$ cat config.mk
export PLATFORM = sky130hd
export DESIGN_NAME = sorted_list_insert_delete
export DESIGN_NICKNAME = d
export VERILOG_FILES = /design/src/rtl/sli_pkg.sv /design/src/rtl/sli_cell.sv /design/src/rtl/sorted_list_insert_delete.sv
export SDC_FILE = /design/constraint.sdc
export NUM_CORES = 2
export LEC_CHECK = 0
export BUFFER_PORTS_ARGS = -buffer_cell sky130_fd_sc_hd__buf_2
export CAP_MARGIN = 20
export CELL_PAD_IN_SITES_DETAIL_PLACEMENT = 1
export CELL_PAD_IN_SITES_GLOBAL_PLACEMENT = 1
export CORE_ASPECT_RATIO = 1.2
export CORE_MARGIN = 1.5
export CORE_UTILIZATION = 40
export DETAILED_ROUTE_END_ITERATION = 7
export HOLD_SLACK_MARGIN = 0.06
export PLACE_DENSITY = 0.65
export SLEW_MARGIN = 30
export SYNTH_ARGS = -nofsm -noshare
export SYNTH_HDL_FRONTEND = slang
export SYNTH_SLANG_ARGS = --single-unit
$ cat constraint.sdc
create_clock -name clk -period 18.3 [get_ports clk]
set_clock_uncertainty 0.2 [all_clocks]
set_input_delay 0 -clock clk [delete_from_list [all_inputs] [get_ports clk]]
set_output_delay 0 -clock clk [all_outputs]
set_load 0.02 [all_outputs]
$ cat src/rtl/sli_pkg.sv
`timescale 1ns / 1ps
// ----------------------------------------------------------------------------
// sli_pkg
// Shared types and constants of the sorted list store.
// ----------------------------------------------------------------------------
package sli_pkg;

    localparam int VALUE_W     = 32;
    localparam int POS_W       = 7;
    localparam int INDEX_W     = 6;
    localparam int COUNT_W     = 7;
    localparam int CMD_W       = 2;
    localparam int STATUS_W    = 2;
    localparam int IN_TDATA_W  = 40;
    localparam int OUT_TDATA_W = 48;

    typedef enum logic [CMD_W-1:0] {
        CMD_INSERT = 2'd0,
        CMD_DELETE = 2'd1,
        CMD_READ   = 2'd2
    } cmd_t;

    typedef enum logic [STATUS_W-1:0] {
        STATUS_OK    = 2'd0,
        STATUS_FULL  = 2'd1,
        STATUS_BAD   = 2'd2,
        STATUS_EMPTY = 2'd3
    } status_t;

    typedef enum logic [1:0] {
        CELL_HOLD,
        CELL_INSERT,
        CELL_DELETE,
        CELL_ROTATE
    } cell_op_t;

    typedef enum logic {
        ST_IDLE,
        ST_READOUT
    } state_t;

    // broadcast to every cell of the chain
    typedef struct packed {
        cell_op_t                   op;
        logic signed [VALUE_W-1:0]  value;    // value to insert
        logic        [INDEX_W-1:0]  del_idx;  // 0-based entry to remove
        logic        [COUNT_W-1:0]  count;    // entries held before this op
    } cell_ctrl_t;

endpackage

$ cat src/rtl/sli_cell.sv
`timescale 1ns / 1ps
// ----------------------------------------------------------------------------
// sli_cell
// One slot of the sorted chain: holds one entry, shifts with its neighbors.
// ----------------------------------------------------------------------------
module sli_cell #(
    parameter int INDEX = 0
) (
    input  logic                               clk,
    input  sli_pkg::cell_ctrl_t                ctrl,
    input  logic                               prev_lt,
    input  logic signed [sli_pkg::VALUE_W-1:0] prev_value,
    input  logic signed [sli_pkg::VALUE_W-1:0] next_value,
    input  logic signed [sli_pkg::VALUE_W-1:0] head_value,
    output logic                               lt,
    output logic signed [sli_pkg::VALUE_W-1:0] value
);

    localparam logic [sli_pkg::COUNT_W-1:0] IDX = sli_pkg::COUNT_W'(INDEX);

    logic signed [sli_pkg::VALUE_W-1:0] value_reg;
    logic signed [sli_pkg::VALUE_W-1:0] value_next;
    logic                               valid;

    assign valid = IDX < ctrl.count;
    assign lt    = valid && (value_reg < ctrl.value);
    assign value = value_reg;

    always_comb
    begin
        value_next = value_reg;
        case (ctrl.op)
            sli_pkg::CELL_INSERT:
            begin
                // first slot not below the new value takes it, later ones shift up
                if (!lt)
                begin
                    value_next = prev_lt ? ctrl.value : prev_value;
                end
            end
            sli_pkg::CELL_DELETE:
            begin
                if (IDX >= sli_pkg::COUNT_W'(ctrl.del_idx))
                begin
                    value_next = next_value;
                end
            end
            sli_pkg::CELL_ROTATE:
            begin
                // ring over the occupied slots; tail takes the head
                value_next = (IDX == ctrl.count - sli_pkg::COUNT_W'(1)) ? head_value
                                                                       : next_value;
            end
            default:
            begin
                value_next = value_reg;
            end
        endcase
    end

    always_ff @(posedge clk)
    begin
        value_reg <= value_next;
    end

endmodule

$ cat src/rtl/sorted_list_insert_delete.sv
`timescale 1ns / 1ps
// Results: the result word of an insert, delete, unused command or read of an empty
//   store is loaded into the output register on the edge that takes the item; a read-out
//   enters the read-out state on acceptance, then emits one word per cycle while the sink is ready.
// Occupancy: insert and delete each make a single shift of the cell chain; a read-out
//   of n entries holds off new input through its acceptance and its n rotations.
// Reset: entry count and output valid clear at once; cell contents are not cleared.
// ----------------------------------------------------------------------------
// sorted_list_insert_delete
// Ascending store of signed 32-bit entries built as a chain of shift cells.
// ----------------------------------------------------------------------------
module sorted_list_insert_delete #(
    parameter int CAPACITY = 16
) (
    input  logic                               clk,
    input  logic                               rst_n,
    // input stream
    input  logic                               s_tvalid,
    output logic                               s_tready,
    // [31:0] item_value, [38:32] position, [39] zero
    input  logic [sli_pkg::IN_TDATA_W-1:0]     s_tdata,
    // [1:0] cmd
    input  logic [sli_pkg::CMD_W-1:0]          s_tuser,
    // result stream
    output logic                               m_tvalid,
    input  logic                               m_tready,
    // [1:0] status, [33:2] out_value, [39:34] out_index,
    // [46:40] entry_count, [47] zero
    output logic [sli_pkg::OUT_TDATA_W-1:0]    m_tdata,
    output logic                               m_tlast
);

    localparam int CNT_W = $clog2(CAPACITY + 1);
    localparam int IDX_W = $clog2(CAPACITY);

    // ------------------------------------------------------------------
    // input word fields
    // ------------------------------------------------------------------
    sli_pkg::cmd_t                       in_cmd;
    logic signed [sli_pkg::VALUE_W-1:0]  in_value;
    logic        [sli_pkg::POS_W-1:0]    in_pos;

    assign in_cmd   = sli_pkg::cmd_t'(s_tuser);
    assign in_value = s_tdata[sli_pkg::VALUE_W-1:0];
    assign in_pos   = s_tdata[sli_pkg::VALUE_W +: sli_pkg::POS_W];

    // ------------------------------------------------------------------
    // control state
    // ------------------------------------------------------------------
    sli_pkg::state_t     state_reg, state_next;
    logic [CNT_W-1:0]    count_reg, count_next;
    logic [IDX_W-1:0]    idx_reg, idx_next;

    // output register (payload has no reset)
    logic                                 out_valid_reg;
    sli_pkg::status_t                     out_status_reg, out_status_next;
    logic signed [sli_pkg::VALUE_W-1:0]   out_value_reg, out_value_next;
    logic [sli_pkg::INDEX_W-1:0]          out_index_reg, out_index_next;
    logic [sli_pkg::COUNT_W-1:0]          out_count_reg, out_count_next;
    logic                                 out_last_reg, out_last_next;
    logic                                 out_load;

    logic                out_free;
    logic                in_acc;
    logic                is_full;
    logic                is_empty;
    logic                pos_bad;
    logic                ro_last;

    sli_pkg::cell_ctrl_t ctrl;

    // chain wiring
    logic                               lt_w  [CAPACITY];
    logic signed [sli_pkg::VALUE_W-1:0] val_w [CAPACITY];

    assign out_free = !out_valid_reg || m_tready;
    assign s_tready = (state_reg == sli_pkg::ST_IDLE) && out_free;
    assign in_acc   = s_tvalid && s_tready;

    assign is_full  = count_reg == CNT_W'(CAPACITY);
    assign is_empty = count_reg == '0;
    assign pos_bad  = (in_pos == '0) || (in_pos > sli_pkg::POS_W'(count_reg));
    assign ro_last  = idx_reg == IDX_W'(count_reg - CNT_W'(1));

    // ------------------------------------------------------------------
    // next state
    // ------------------------------------------------------------------
    always_comb
    begin
        state_next = state_reg;
        case (state_reg)
            sli_pkg::ST_IDLE:
            begin
                if (in_acc && in_cmd == sli_pkg::CMD_READ && !is_empty)
                begin
                    state_next = sli_pkg::ST_READOUT;
                end
            end
            sli_pkg::ST_READOUT:
            begin
                if (out_free && ro_last)
                begin
                    state_next = sli_pkg::ST_IDLE;
                end
            end
            default:
            begin
                state_next = sli_pkg::ST_IDLE;
            end
        endcase
    end

    // ------------------------------------------------------------------
    // outputs: chain command, count update, result word
    // ------------------------------------------------------------------
    always_comb
    begin
        ctrl.op         = sli_pkg::CELL_HOLD;
        ctrl.value      = in_value;
        ctrl.del_idx    = sli_pkg::INDEX_W'(in_pos - sli_pkg::POS_W'(1));
        ctrl.count      = sli_pkg::COUNT_W'(count_reg);
        count_next      = count_reg;
        idx_next        = idx_reg;
        out_load        = 1'b0;
        out_status_next = sli_pkg::STATUS_OK;
        out_value_next  = '0;
        out_index_next  = '0;
        out_count_next  = sli_pkg::COUNT_W'(count_reg);
        out_last_next   = 1'b1;
        case (state_reg)
            sli_pkg::ST_IDLE:
            begin
                if (in_acc)
                begin
                    case (in_cmd)
                        sli_pkg::CMD_INSERT:
                        begin
                            out_load = 1'b1;
                            if (is_full)
                            begin
                                out_status_next = sli_pkg::STATUS_FULL;
                            end
                            else
                            begin
                                ctrl.op        = sli_pkg::CELL_INSERT;
                                count_next     = count_reg + CNT_W'(1);
                                out_count_next = sli_pkg::COUNT_W'(count_reg + CNT_W'(1));
                            end
                        end
                        sli_pkg::CMD_DELETE:
                        begin
                            out_load = 1'b1;
                            if (is_empty)
                            begin
                                out_status_next = sli_pkg::STATUS_EMPTY;
                            end
                            else if (pos_bad)
                            begin
                                out_status_next = sli_pkg::STATUS_BAD;
                            end
                            else
                            begin
                                ctrl.op        = sli_pkg::CELL_DELETE;
                                count_next     = count_reg - CNT_W'(1);
                                out_count_next = sli_pkg::COUNT_W'(count_reg - CNT_W'(1));
                            end
                        end
                        sli_pkg::CMD_READ:
                        begin
                            if (is_empty)
                            begin
                                out_load        = 1'b1;
                                out_status_next = sli_pkg::STATUS_EMPTY;
                            end
                            else
                            begin
                                idx_next = '0;
                            end
                        end
                        default:
                        begin
                            // unused code: plain acknowledge
                            out_load = 1'b1;
                        end
                    endcase
                end
            end
            sli_pkg::ST_READOUT:
            begin
                if (out_free)
                begin
                    // head of the ring is the next entry in order
                    out_load       = 1'b1;
                    ctrl.op        = sli_pkg::CELL_ROTATE;
                    out_value_next = val_w[0];
                    out_index_next = sli_pkg::INDEX_W'(idx_reg);
                    out_last_next  = ro_last;
                    idx_next       = idx_reg + IDX_W'(1);
                end
            end
            default:
            begin
                ctrl.op = sli_pkg::CELL_HOLD;
            end
        endcase
    end

    // ------------------------------------------------------------------
    // registers
    // ------------------------------------------------------------------
    always_ff @(posedge clk or negedge rst_n)
    begin
        if (!rst_n)
        begin
            state_reg     <= sli_pkg::ST_IDLE;
            count_reg     <= '0;
            idx_reg       <= '0;
            out_valid_reg <= 1'b0;
        end
        else
        begin
            state_reg <= state_next;
            count_reg <= count_next;
            idx_reg   <= idx_next;
            if (out_load)
            begin
                out_valid_reg <= 1'b1;
            end
            else if (m_tready)
            begin
                out_valid_reg <= 1'b0;
            end
        end
    end

    always_ff @(posedge clk)
    begin
        if (out_load)
        begin
            out_status_reg <= out_status_next;
            out_value_reg  <= out_value_next;
            out_index_reg  <= out_index_next;
            out_count_reg  <= out_count_next;
            out_last_reg   <= out_last_next;
        end
    end

    assign m_tvalid = out_valid_reg;
    assign m_tlast  = out_last_reg;
    assign m_tdata  = {1'b0, out_count_reg, out_index_reg, out_value_reg, out_status_reg};

    // ------------------------------------------------------------------
    // cell chain: cell 0 holds the smallest entry
    // ------------------------------------------------------------------
    for (genvar g = 0; g < CAPACITY; g++)
    begin : g_cell
        logic                               prev_lt_w;
        logic signed [sli_pkg::VALUE_W-1:0] prev_val_w;
        logic signed [sli_pkg::VALUE_W-1:0] next_val_w;

        if (g == 0)
        begin : g_first
            assign prev_lt_w  = 1'b1;
            assign prev_val_w = in_value;
        end
        else
        begin : g_mid
            assign prev_lt_w  = lt_w[g-1];
            assign prev_val_w = val_w[g-1];
        end

        if (g == CAPACITY - 1)
        begin : g_last
            assign next_val_w = val_w[0];
        end
        else
        begin : g_inner
            assign next_val_w = val_w[g+1];
        end

        sli_cell #(
            .INDEX(g)
        ) u_cell (
            .clk       (clk),
            .ctrl      (ctrl),
            .prev_lt   (prev_lt_w),
            .prev_value(prev_val_w),
            .next_value(next_val_w),
            .head_value(val_w[0]),
            .lt        (lt_w[g]),
            .value     (val_w[g])
        );
    end

endmodule

==> summary.md <==
| Metric | Value |
|---|---|
| Status | `complete, no violations` |
| CP required | `about 19 ns` |
| CTS Buf Count | `71` |
| Max-Cap Viols | `0` |
| Largest net degree at the start of global routing | `158` |
| Initial antenna violation count | `0` |
| Min-Delay Path Class | `input port to flop` |
| Leading area contributor after synthesis | `edfxtp_1` |
| Top_reg_cell synth | `edfxtp_1` |
| Max-slew headroom | `0.303` |
| Routed len/inst | `28.5 µm` |
| Clock sink total | `569` |
| DRT iter0 DRCs | `~3,000` |
| Longest Clk Path Bufs | `3` |
| Die area | `110,000 µm²` |
| Hold Path Depth | `4` |
| Final setup vio count | `0` |
| Period utilization | `0.294` |
| Setup CP Type | `flop to flop` |
| #FFs+latches synth | `569` |
| Lkg Pwr | `a little under 0.02 µW` |
| R2R depth | `14` |
| Total vias in the final route | `37,065` |
| HPWL after detailed placement | `117 mm` |
| N_diodes | `0` |
| Synth area leaders | `edfxtp_1, ha_1, a22oi_1, mux2i_1, o21ai_0` |
| Initial core utilization | `0.405` |
| Wl on met1 | `roughly 66 mm` |
| Gate Count Post-Synth | `4,234` |
| Die height | `363 µm` |
| Top routing layer used | `met4` |
| Post CTS Setup Buffer Count | `0` |
| Slew @ Worst Pin | `1.05 ns` |
| Fmax | `186 MHz` |
| Slew Viols, Final | `0` |
| P&R area growth vs syn | `10.7%` |
| Syn avg cell area | `10.2 µm²` |
| Post_cts resized | `0` |
| CP Launch Type | `flop` |
| First-pass GRT wire length | `246 mm` |
| Top Ports | `97` |
| I/O Buffers | `92` |
| H-Tree Depth | `3` |
| Data arrival time of the critical path | `5.58 ns` |
| Metal2 WL | `82.5 mm` |
| Layout cells sized above 1 | `0.0893` |
| Horiz. Die Dim | `303 µm` |
| Placeable Area | `107,000 µm²` |
| Worst vdd ir | `about 0.000083 V` |
| DP Area | `roughly 45,000 µm²` |
| Total Nets Final | `approximately 4,700` |
| Critical-path maximum fanout | `around 160` |
| CP most frequent cell | `o21a_1` |
| Met3 wire len | `5.94 mm` |
| Post-synthesis sequential area ratio | `0.394` |
| EDFF count, synth | `between 500 and 600` |
| Synth top area share | `0.388` |
| Final instance area | `about 48,000 µm²` |
| Top-count cell post-synth | `edfxtp_1` |
| Clock-pin slew on the worst setup and hold paths | `about 0.060 ns` |
| Post-synth cell types | `75` |
| Critical-path cell list | `inv_1 -> ha_1 -> nor2b_1 -> o21a_1 -> o21a_1 -> o21ai_0 -> a22oi_1 -> or4_1 -> buf_4 -> nand2_8 -> buf_12 -> nor2_4 -> buf_16 -> a221o_1` |
| Setup TNS | `0 ns` |
| Hold-fix buffer count after cts | `44` |
| Final wirelength | `roughly 160 mm` |
| Asr flop ratio synth | `0.0193` |
| Pwr dens | `170 nW/µm²` |
| Final hold viol count | `0` |
| Max reg flops | `512` |
| Routability cong. | `0.883` |
| YS warnings | `0` |
| Worst skew pair latency | `0.66 ns` |
| Grt total ovfl | `0` |
| DR pass1 iterations | `8` |
| Fill cell count | `between 10,000 and 15,000` |
| Row cnt | `131` |
| CP Capture Type | `flop` |
| GRT Total Usage | `0.289` |
| Vias/cell | `approximately 6.6` |
| Slowest CP cell | `dfrtp_1` |
| Commonest cells post-synth | `edfxtp_1, ha_1, o21ai_0, a22oi_1, mux2i_1` |
| CP max stage delay | `0.62 ns` |
| Mapped Area | `about 43,000 µm²` |
| Vias in the first global route | `39,378` |
| DRC violations left | `0` |
| Post-route ant nets | `0` |
| Min Tclk post-route | `5.38 ns` |
| Clk root buf | `clkbuf_16` |
| RSZ-0062 raised after global routing | `false` |
| CTS tree | `built` |
[area by class of cell]
| type | instances | area (µm²) | share of cell area |
|---|---|---|---|
| multi-input cells | 3172 | 24500 | 0.513 |
| repair buffers | 259 | 1880 | 0.0393 |
| clock inverters | 35 | 349 | 0.00730 |
| well taps | 1396 | 1750 | 0.0365 |
| flip-flops and latches | 569 | 17000 | 0.356 |
| inverters | 104 | 390 | 0.00816 |
| clock buffers | 92 | 1900 | 0.0397 |
[logic make-up after synthesis]
family / count (synthesis) / share of synthesized area
adders and majority gates: 512 / 0.148
xor gates and xnor gates: 19 / 0.00385
other: 1 / 0.0000868
muxes: 267 / 0.0620
buffers and inverters: 495 / 0.0467
and+or+nand+nor: 675 / 0.0764
AOI/OAI and AO/OA: 1696 / 0.268
DFF: 569 / 0.394
[power by group]
group          switching (µW)  internal, µW
logic                    2200          1400
registers                 720          2390
clock network             622           807
[routing by layer]
metal / up-vias / global-route usage
met1: 18971 / 0.352
met4: 0 / 0.117
met5: - / 0
met2: 1076 / 0.520
met3: 377 / 0.0259
li1: 16641 / -
[path summary, 6_finish.rpt]
| path | start | to | slack [ns] |
|---|---|---|---|
| worst max-delay path | count_reg[1] | g_cell[2].u_cell.value[8] | 12.92 |
| worst min-delay path | s_tdata[35] | g_cell[10].u_cell.value[30] | 0.10 |
| worst max register to register | count_reg[1] | g_cell[2].u_cell.value[8] | 12.92 |
| worst min register to register | g_cell[15].u_cell.value[0] | g_cell[14].u_cell.value[0] | 0.38 |
| max in group asynchronous | rst_n | count_reg[2] | 17.29 |
| min in group asynchronous | rst_n | state_reg | 0.21 |
[worst max-delay path, delay by kind of cell (launching register included)]
kind            cells  cell delay (ns)
flops               1             0.62
fa+ha+maj           1             0.34
simple gates        4             1.45
compound gates      5             0.97
buf+inv             4             1.29
[metrics by stage]
stage | std cells | hold WS [ns] | util | setup WS (ns) | total power [µW]
floorplan | 4236 | -0.496 | - | 12.30 | 5310
global placement | 5452 | -0.305 | 0.422 | 12.96 | 6500
detailed placement | 5455 | -0.306 | 0.423 | 12.88 | 6660
CTS | 5626 | 0.0774 | 0.448 | 12.87 | 8140
global route | 5627 | 0.151 | 0.448 | 12.55 | 8680
finish | 5627 | 0.104 | 0.448 | 12.92 | 8140
[placed cells by master (no fill, tap or decap), drive strengths merged, types with 22 or more instances in the layout]
master       synthesis  final
mux2i              266    266
and3                40     40
a22oi              392    392
a221o               96     96
dlygate4sd3          0     44
buf                127    215
o221ai              35     35
edfxtp             558    558
ha                 512    512
o21ai              532    532
nand3               28     28
inv                102    106
a211oi              23     23
a22o               129    129
nor3                24     24
nand4               87     87
nor2b               49     49
nand2              194    194
a222oi              22     22
clkbuf             264     92
a311oi              33     33
a21o               172    172
nand2b              33     33
clkinv               2     27
a21oi              169    169
nor2               174    174
Power figures use the tool's default switching activity.
